<file path="src/hdl/brpl_pkg.sv">
// ----------------------------------------------------------------------------
// brpl_pkg
// Shared types and constants for the block rms / peak level meter.
// ----------------------------------------------------------------------------
`timescale 1ns / 1ps

package brpl_pkg;

  // level outputs are thousandths of full scale
  localparam int LVL_W = 10;

  // full-width operands for the shared multiplier
  localparam int MUL_W = 32;

  localparam logic [MUL_W-1:0] FULL_SCALE = 32'd32767;
  localparam logic [MUL_W-1:0] MILLI      = 32'd1000;
  localparam logic [MUL_W-1:0] MILLION    = 32'd1000000;

  // rms cap as a level value
  localparam logic [LVL_W-1:0] LVL_CAP = 10'd1000;

  // configuration register indexes
  localparam logic REG_HOLD_MS    = 1'b0;
  localparam logic REG_DECAY_STEP = 1'b1;

  typedef enum logic [3:0] {
    S_IDLE,
    S_SQUARE,
    S_ACC,
    S_RHS_LO,
    S_RHS_HI,
    S_RHS_ADD,
    S_PEAK,
    S_TRY,
    S_PSQ,
    S_CNT_LO,
    S_CNT_HI,
    S_CMP,
    S_HOLD
  } state_t;

endpackage

</file>
<file path="src/hdl/block_rms_peak_level_meter_core.sv">
// ----------------------------------------------------------------------------
// block_rms_peak_level_meter_core
// Block rms and peak level meter with peak hold, one shared multiplier.
//
// Samples are taken one word at a time. Each word passes through the accept,
// square and accumulate steps, so in_ready comes back only once the square
// and accumulate steps are done. The word that closes a block (last_in_block
// set, or the MAX_BLOCK-th word) adds the end-of-block work: S_RHS_LO,
// S_RHS_HI and S_RHS_ADD form 10^6 * sum and the peak product, S_PEAK forms
// the peak level, then a ten-step binary search for the rms level runs each
// trial through S_TRY, S_PSQ, S_CNT_LO, S_CNT_HI and S_CMP (a trial above
// the cap is skipped in S_TRY alone; skips only happen close to the cap, at
// most four of them), and a final S_HOLD step updates the hold level and
// loads the result register. Every product goes through a single 32x32
// multiplier whose output is registered. The result word waits in its own
// register, so the next sample is taken while it waits; only a second
// closing block stalls until the first result has gone.
// ----------------------------------------------------------------------------
`timescale 1ns / 1ps

module block_rms_peak_level_meter_core #(
  parameter int MAX_BLOCK = 512
) (
  input  logic                          clk,
  input  logic                          rst,
  // sample channel
  input  logic                          in_valid,
  output logic                          in_ready,
  input  logic signed [15:0]            sample,
  input  logic                          last_in_block,
  input  logic [31:0]                   now_ms,
  // result channel
  output logic                          out_valid,
  input  logic                          out_ready,
  output logic [brpl_pkg::LVL_W-1:0]    rms_level,
  output logic [brpl_pkg::LVL_W-1:0]    peak_level,
  output logic [brpl_pkg::LVL_W-1:0]    held_peak,
  // configuration port
  input  logic                          psel,
  input  logic                          penable,
  input  logic                          pwrite,
  input  logic [2:0]                    paddr,
  input  logic [31:0]                   pwdata,
  output logic [31:0]                   prdata,
  output logic                          pready
);

  import brpl_pkg::*;

  // count must hold MAX_BLOCK itself at block close
  localparam int CNT_W = $clog2(MAX_BLOCK + 1);

  // configuration registers
  logic [15:0]      hold_ms;
  logic [9:0]       decay_step;

  // sequencer
  state_t           state;
  state_t           state_next;

  // captured sample word
  logic [15:0]      mag;
  logic             last_flag;
  logic [31:0]      now_stamp;

  // block accumulation state
  logic [39:0]      square_sum;
  logic [CNT_W-1:0] sample_count;
  logic [14:0]      block_peak;
  logic [LVL_W-1:0] hold_level;
  logic [31:0]      hold_stamp;

  // shared multiplier and its registered product
  logic [MUL_W-1:0]   mul_a;
  logic [MUL_W-1:0]   mul_b;
  logic [2*MUL_W-1:0] mul_p;
  logic [2*MUL_W-1:0] prod;

  // search registers
  logic [59:0]      rhs;
  logic [49:0]      psq;
  logic [35:0]      lhs_lo;
  logic [LVL_W-1:0] rms_m;
  logic [LVL_W-1:0] trial_bit;
  logic [LVL_W-1:0] peak_q;

  // combinational helpers
  logic [40:0]      sum_ext;
  logic [14:0]      mag_sat;
  logic [CNT_W-1:0] count_inc;
  logic             block_close;
  logic [LVL_W-1:0] trial;
  logic             trial_skip;
  logic [60:0]      lhs_full;
  logic [LVL_W-1:0] pk_q;
  logic [15:0]      pk_r;
  logic [LVL_W-1:0] pk_level;
  logic             hold_go;
  logic [31:0]      elapsed;
  logic             cfg_wr;

  // --------------------------------------------------------------------------
  // configuration port
  // --------------------------------------------------------------------------
  assign pready = 1'b1;
  assign cfg_wr = psel & penable & pwrite & pready;

  always_ff @(posedge clk) begin
    if (rst) begin
      hold_ms    <= 16'd1000;
      decay_step <= 10'd12;
    end else if (cfg_wr) begin
      case (paddr[2])
        REG_HOLD_MS:    hold_ms    <= pwdata[15:0];
        REG_DECAY_STEP: decay_step <= pwdata[9:0];
        default:        ;
      endcase
    end
  end

  always_comb begin
    unique case (paddr[2])
      REG_HOLD_MS:    prdata = {16'd0, hold_ms};
      REG_DECAY_STEP: prdata = {22'd0, decay_step};
      default:        prdata = '0;
    endcase
  end

  // --------------------------------------------------------------------------
  // datapath helpers
  // --------------------------------------------------------------------------
  // accumulate with saturation at the top of the 40-bit range
  assign sum_ext     = {1'b0, square_sum} + {1'b0, prod[39:0]};
  // most negative sample reads as full scale for the peak
  assign mag_sat     = (mag > 16'h7fff) ? 15'h7fff : mag[14:0];
  assign count_inc   = sample_count + CNT_W'(1);
  assign block_close = last_flag || (count_inc >= CNT_W'(MAX_BLOCK));

  assign trial       = rms_m | trial_bit;
  assign trial_skip  = (trial > LVL_CAP);
  // (trial*32767)^2 * count, upper partial product arriving now
  assign lhs_full    = {25'd0, lhs_lo} + {prod[35:0], 25'd0};

  // peak * 1000 / 32767: quotient by 2^15, then one correction step
  assign pk_q        = prod[24:15];
  assign pk_r        = {1'b0, prod[14:0]} + {6'd0, pk_q};
  assign pk_level    = (pk_r >= FULL_SCALE[15:0]) ? pk_q + LVL_W'(1) : pk_q;

  assign elapsed     = now_stamp - hold_stamp;
  // result register free, or being emptied this cycle
  assign hold_go     = (state == S_HOLD) && (!out_valid || out_ready);

  // --------------------------------------------------------------------------
  // shared multiplier
  // --------------------------------------------------------------------------
  assign mul_p = (2*MUL_W)'(mul_a) * (2*MUL_W)'(mul_b);

  always_ff @(posedge clk) begin
    prod <= mul_p;
  end

  // --------------------------------------------------------------------------
  // sequencer: next state
  // --------------------------------------------------------------------------
  always_ff @(posedge clk) begin
    if (rst) begin
      state <= S_IDLE;
    end else begin
      state <= state_next;
    end
  end

  always_comb begin
    state_next = state;
    unique case (state)
      S_IDLE:    if (in_valid) state_next = S_SQUARE;
      S_SQUARE:  state_next = S_ACC;
      S_ACC:     state_next = block_close ? S_RHS_LO : S_IDLE;
      S_RHS_LO:  state_next = S_RHS_HI;
      S_RHS_HI:  state_next = S_RHS_ADD;
      S_RHS_ADD: state_next = S_PEAK;
      S_PEAK:    state_next = S_TRY;
      S_TRY: begin
        if (!trial_skip) begin
          state_next = S_PSQ;
        end else if (trial_bit[0]) begin
          state_next = S_HOLD;
        end
      end
      S_PSQ:     state_next = S_CNT_LO;
      S_CNT_LO:  state_next = S_CNT_HI;
      S_CNT_HI:  state_next = S_CMP;
      S_CMP:     state_next = trial_bit[0] ? S_HOLD : S_TRY;
      S_HOLD:    if (hold_go) state_next = S_IDLE;
      default:   state_next = S_IDLE;
    endcase
  end

  // --------------------------------------------------------------------------
  // sequencer: outputs (handshake and multiplier operands)
  // --------------------------------------------------------------------------
  always_comb begin
    in_ready = 1'b0;
    mul_a    = '0;
    mul_b    = '0;
    unique case (state)
      S_IDLE:    in_ready = 1'b1;
      S_SQUARE: begin
        mul_a = MUL_W'(mag);
        mul_b = MUL_W'(mag);
      end
      S_RHS_LO: begin
        mul_a = MUL_W'(square_sum[19:0]);
        mul_b = MILLION;
      end
      S_RHS_HI: begin
        mul_a = MUL_W'(square_sum[39:20]);
        mul_b = MILLION;
      end
      S_RHS_ADD: begin
        mul_a = MUL_W'(block_peak);
        mul_b = MILLI;
      end
      S_TRY: begin
        mul_a = MUL_W'(trial);
        mul_b = FULL_SCALE;
      end
      S_PSQ: begin
        mul_a = MUL_W'(prod[24:0]);
        mul_b = MUL_W'(prod[24:0]);
      end
      S_CNT_LO: begin
        mul_a = MUL_W'(prod[24:0]);
        mul_b = MUL_W'(sample_count);
      end
      S_CNT_HI: begin
        mul_a = MUL_W'(psq[49:25]);
        mul_b = MUL_W'(sample_count);
      end
      default: ;
    endcase
  end

  // --------------------------------------------------------------------------
  // sample capture and block accumulation
  // --------------------------------------------------------------------------
  always_ff @(posedge clk) begin
    if (in_valid && in_ready) begin
      mag       <= sample[15] ? 16'(-sample) : sample;
      last_flag <= last_in_block;
      now_stamp <= now_ms;
    end
  end

  always_ff @(posedge clk) begin
    if (rst) begin
      square_sum   <= '0;
      sample_count <= '0;
      block_peak   <= '0;
    end else if (state == S_ACC) begin
      square_sum   <= sum_ext[40] ? 40'hff_ffff_ffff : sum_ext[39:0];
      sample_count <= count_inc;
      if (mag_sat > block_peak) begin
        block_peak <= mag_sat;
      end
    end else if (hold_go) begin
      square_sum   <= '0;
      sample_count <= '0;
      block_peak   <= '0;
    end
  end

  // --------------------------------------------------------------------------
  // rms search: largest m up to the cap with (m*32767)^2 * count <= 10^6 * sum
  // --------------------------------------------------------------------------
  always_ff @(posedge clk) begin
    unique case (state)
      S_RHS_HI:  rhs    <= {20'd0, prod[39:0]};
      S_RHS_ADD: rhs    <= rhs + {prod[39:0], 20'd0};
      S_CNT_LO:  psq    <= prod[49:0];
      S_CNT_HI:  lhs_lo <= prod[35:0];
      S_PEAK:    peak_q <= pk_level;
      default: ;
    endcase
  end

  always_ff @(posedge clk) begin
    if (rst) begin
      trial_bit <= {1'b1, {(LVL_W-1){1'b0}}};
      rms_m     <= '0;
    end else begin
      case (state)
        S_PEAK: begin
          trial_bit <= {1'b1, {(LVL_W-1){1'b0}}};
          rms_m     <= '0;
        end
        S_TRY: begin
          // over the cap: drop this bit without a trial
          if (trial_skip && !trial_bit[0]) begin
            trial_bit <= trial_bit >> 1;
          end
        end
        S_CMP: begin
          if (lhs_full <= {1'b0, rhs}) begin
            rms_m <= trial;
          end
          if (!trial_bit[0]) begin
            trial_bit <= trial_bit >> 1;
          end
        end
        default: ;
      endcase
    end
  end

  // --------------------------------------------------------------------------
  // peak hold and result register
  // --------------------------------------------------------------------------
  always_ff @(posedge clk) begin
    if (rst) begin
      hold_level <= '0;
      hold_stamp <= '0;
    end else if (hold_go) begin
      if (peak_q >= hold_level) begin
        // rise or equal: follow at once and restart the hold time
        hold_level <= peak_q;
        hold_stamp <= now_stamp;
      end else if (elapsed > {16'd0, hold_ms}) begin
        hold_level <= (hold_level > decay_step) ? hold_level - decay_step : '0;
      end
    end
  end

  always_ff @(posedge clk) begin
    if (hold_go) begin
      rms_level  <= rms_m;
      peak_level <= peak_q;
      if (peak_q >= hold_level) begin
        held_peak <= peak_q;
      end else if (elapsed > {16'd0, hold_ms}) begin
        held_peak <= (hold_level > decay_step) ? hold_level - decay_step : '0;
      end else begin
        held_peak <= hold_level;
      end
    end
  end

  always_ff @(posedge clk) begin
    if (rst) begin
      out_valid <= 1'b0;
    end else if (hold_go) begin
      out_valid <= 1'b1;
    end else if (out_valid && out_ready) begin
      out_valid <= 1'b0;
    end
  end

  // --------------------------------------------------------------------------
  // assertions
  // --------------------------------------------------------------------------
  a_accept_starts_square: assert property (
    @(posedge clk) disable iff (rst)
    (in_valid && in_ready) |=> (state == S_SQUARE)
  ) else $error("accepted word did not start the square step");

  a_trial_bit_onehot: assert property (
    @(posedge clk) disable iff (rst)
    $onehot(trial_bit)
  ) else $error("search bit lost its one-hot form");

  a_count_in_range: assert property (
    @(posedge clk) disable iff (rst)
    sample_count <= CNT_W'(MAX_BLOCK)
  ) else $error("sample count beyond block length");

  a_levels_capped: assert property (
    @(posedge clk) disable iff (rst)
    out_valid |-> (rms_level <= LVL_CAP && peak_level <= LVL_CAP && held_peak <= LVL_CAP)
  ) else $error("level output above full scale");

endmodule

</file>
<file path="config.mk">
export PLATFORM = sky130hd
export DESIGN_NAME = block_rms_peak_level_meter_core
export DESIGN_NICKNAME = d
export VERILOG_FILES = /design/src/hdl/brpl_pkg.sv /design/src/hdl/block_rms_peak_level_meter_core.sv
export SDC_FILE = /design/constraint.sdc
export NUM_CORES = 2
export LEC_CHECK = 0
export BUFFER_PORTS_ARGS = -buffer_cell sky130_fd_sc_hd__buf_2
export CAP_MARGIN = 20
export CORE_MARGIN = 3
export CORE_UTILIZATION = 60
export CTS_BUF_LIST = sky130_fd_sc_hd__clkbuf_16
export CTS_CLUSTER_DIAMETER = 200
export DETAILED_ROUTE_END_ITERATION = 16
export PLACE_DENSITY = 0.77
export SYNTH_ARGS = -nofsm -noshare
export SYNTH_HDL_FRONTEND = slang
export SYNTH_SLANG_ARGS = --single-unit
export TNS_END_PERCENT = 10
</file>
<file path="constraint.sdc">
create_clock -name clk -period 18.4 [get_ports clk]
set_clock_uncertainty 0.2 [all_clocks]
set_input_delay 0.92 -clock clk [delete_from_list [all_inputs] [get_ports clk]]
set_output_delay 0.92 -clock clk [all_outputs]
set_load 0.01 [all_outputs]
</file>
==> impl_metrics.csv <==
group,metric,value,unit
run_status,status,"finished, final reports clean",
synthesis,synth_ff_type,"edfxtp_1",
die,die_y,281.4,microns
die,dieArea,79180,sq um
power,p_leak,23.23,nW
synthesis,synth-seq-cells,418,
flow_run,maxCapViolCount,0,
timing,final_max_slew_viol_count,0,
setup_path,worstSetupEndpointType,"flop",
timing,fmax,88.85,MHz
drt,viasPerCell,6.077,
clocking,clock_sinks,418,
global_route,grt.total_usage,0.3436,
global_route,grt_max_degree,78,
cells_and_area,drive_gt1_frac,0.06735,
clocking,insertion_delay,0.61,ns
clocking,cts_setup_buffers,0,
die,initial_core_util,0.6081,
cells_and_area,post-route-util,0.6546,
timing,tightest_slew,1.052,ns
drt,wl_per_cell,21.70,microns
timing,finalCritPeriodShare,0.6117,
synthesis,synth_cell_type_count,78,
setup_path,cp.arrival,11.60,ns
min_path,hp-class,"reg2reg",
timing,fin_setup_tns,0,ns
power,power_density,67.93,nW/um^2
timing,min_period,11.26,ns
setup_path,cpMaxStageDelayCell,"dfxtp_1",
setup_path,cpLargestDelayFamily,"compound AO/OA/AOI/OAI gates",
power,vdd_drop_max,68.35,uV
synthesis,synth-async-reset-ratio,0,
cells_and_area,syn_to_final_growth,7.639,%
synthesis,syn_avg_cell_area,8.822,sq um
place,hpwl,99220,microns
setup_path,critPathBufInv,4,
drt,drc,0,
die,design.portCount,156,
setup_path,cp-start-kind,"flop",
drt,drt-total-wl,135200,microns
cells_and_area,finalNetCount,6268,
synthesis,yosys_warnings,0,
clocking,clockBufferDepth,3,
setup_path,crit_required,18.75,ns
global_route,overflow,0,
setup_path,worstPathMaxFanout,66,
clocking,clkSlewWorstSetupHoldPaths,0.06,ns
place,io_buffer_count,120,
die,core_area,74820,sq um
synthesis,synth_edf_count,210,
timing,setup-violations-final,0,
setup_path,worstSetupPathType,"reg2reg",
clocking,cts-root-buf,"clkbuf_16",
global_route,grt_pass1_wl,209500,microns
drt,drtIter0Drc,3744,
drt,drtPass1Iterations,6,
timing,slew_headroom,0.2967,
synthesis,netlist_area,45500,sq um
timing,hold_viol,0,
die,die_w,281.4,microns
drt,detail-route-antenna-nets,0,
timing,rsz0062_at_grt,"false",
clocking,cts_resized,0,
clocking,hold_buffers,0,
synthesis,synth_seq_area_share,0.2301,
power,power,3.327,mW
drt,num_vias,37870,
synthesis,syn_inst,5158,
place,gp_congestion,0.9784,
global_route,grt_pass1_vias,37310,
global_route,antenna_found_initial,5,
setup_path,critical_path.most_common_cell,"fa_1",
clocking,cts_made_buffers,49,
clocking,htree_levels,2,
setup_path,critPathMaxStageDelay,0.88,ns
clocking,cts_tree,"yes",
die,rows,100,
stage by stage:
stage,hold slack [ns],setup WS (ns),area [sq um],cells
after global routing,0.2183,6.678,48970,6227
after floorplan,0.1855,8.685,45560,5173
after CTS,0.2019,7.322,48960,6224
final,0.2011,7.145,48980,6231
after detailed placement,0.1887,7.344,47250,6132
after global placement,0.1887,7.573,47250,6132
cell usage after synthesis (7+ instances only):
cell / number / area, sq um
or2_2: 19 / 118.9
o221ai_1: 11 / 96.34
nand2_1: 690 / 2590
clkbuf_1: 201 / 754.5
nand2b_1: 34 / 212.7
a21o_1: 128 / 960.9
and2_1: 50 / 312.8
o21ai_0: 144 / 720.7
o211ai_1: 14 / 105.1
buf_4: 17 / 127.6
a221o_1: 12 / 120.1
nand4_1: 64 / 400.4
a31oi_1: 26 / 162.7
or3_1: 27 / 168.9
nand3b_1: 8 / 60.06
mux2_2: 7 / 78.83
nor4_1: 7 / 43.79
nor3_1: 43 / 215.2
nor2b_1: 26 / 162.7
and3_1: 30 / 187.7
o31ai_1: 16 / 120.1
and4_1: 16 / 140.1
o21a_1: 34 / 255.2
xnor2_1: 136 / 1191
o21bai_1: 29 / 217.7
dfxtp_1: 208 / 4164
inv_1: 868 / 3258
a211oi_1: 64 / 480.5
a21oi_1: 308 / 1541
edfxtp_1: 210 / 6306
nor2_1: 398 / 1494
xor2_1: 67 / 586.8
mux2i_1: 9 / 90.09
nand3_1: 76 / 380.4
a22o_1: 16 / 140.1
a21boi_0: 8 / 60.06
o22ai_1: 19 / 118.9
ha_1: 430 / 5380
fa_1: 532 / 10650
a22oi_1: 37 / 277.8
a211o_1: 16 / 140.1
a221oi_1: 11 / 96.34
a211oi_2: 8 / 100.1
power breakdown:
| part | internal [mW] | total (mW) | switching (mW) |
|---|---|---|---|
| sequential | 1.05 | 1.15 | 0.0990 |
| combinational | 0.411 | 1.15 | 0.737 |
| clock | 0.601 | 1.03 | 0.432 |
| total | 2.06 | 3.33 | 1.27 |
routing by layer:
metal / part of all wire / up-vias / GRT usage / wire length (microns)
li1: - / 17020 / - / -
met1: 0.38 / 18330 / 0.4455 / 51790
met2: 0.44 / 2023 / 0.5404 / 59750
met3: 0.11 / 485 / 0.08197 / 14970
met4: 0.064 / 2 / 0.1772 / 8680
met5: 0.000059 / - / 0 / 8
cell families after synthesis:
family	count (synthesis)	share of synthesized area
compound gates	958	0.1367
xor+xnor	203	0.03907
fa+ha+maj	962	0.3523
buf+inv	1095	0.09176
flops	418	0.2301
mux	19	0.004455
other cells	2	0.0001650
simple gates	1501	0.1454
worst paths after layout:
path | from | slack, ns | cells after the start | endpoint
max | state[1] | 7.14 | 29 | prod[43]
min | prod[40] | 0.20 | 0 | psq[40]
max reg2reg | state[1] | 7.14 | 29 | prod[43]
min reg2reg | prod[40] | 0.20 | 0 | psq[40]
cell type report:
cell class              count  area, sq um
fillers                  6038        25840
flip-flops and latches    418        10470
repair buffers            215         1316
multi-input cells        3660        30990
inverters                 871         3269
well taps                 969         1212
diodes                      6        15.01
clock buffers              50         1251
clock inverters            42        454.2
flip-flops by register name, indices dropped and copies added, names as in the netlist:
signal        count
block_peak       15
decay_step       10
held_peak        10
hold_level       10
hold_ms          16
hold_stamp       32
last_flag         1
lhs_lo           36
mag              16
now_stamp        32
out_valid         1
peak_level       10
peak_q           10
prod             50
psq              25
rhs              60
rms_level        10
rms_m            10
sample_count     10
square_sum       40
state             4
trial_bit        10
cell usage in the layout, fill, tap and decap left out, types with 128 or more instances in the layout:
cell	count
xnor2_1	136
o21ai_0	144
nor2_1	395
ha_1	430
nand2_1	689
fa_1	532
edfxtp_1	210
a21oi_1	307
dfxtp_1	208
a21o_1	128
inv_1	870
No activity file was read; power rests on OpenSTA's default activity.
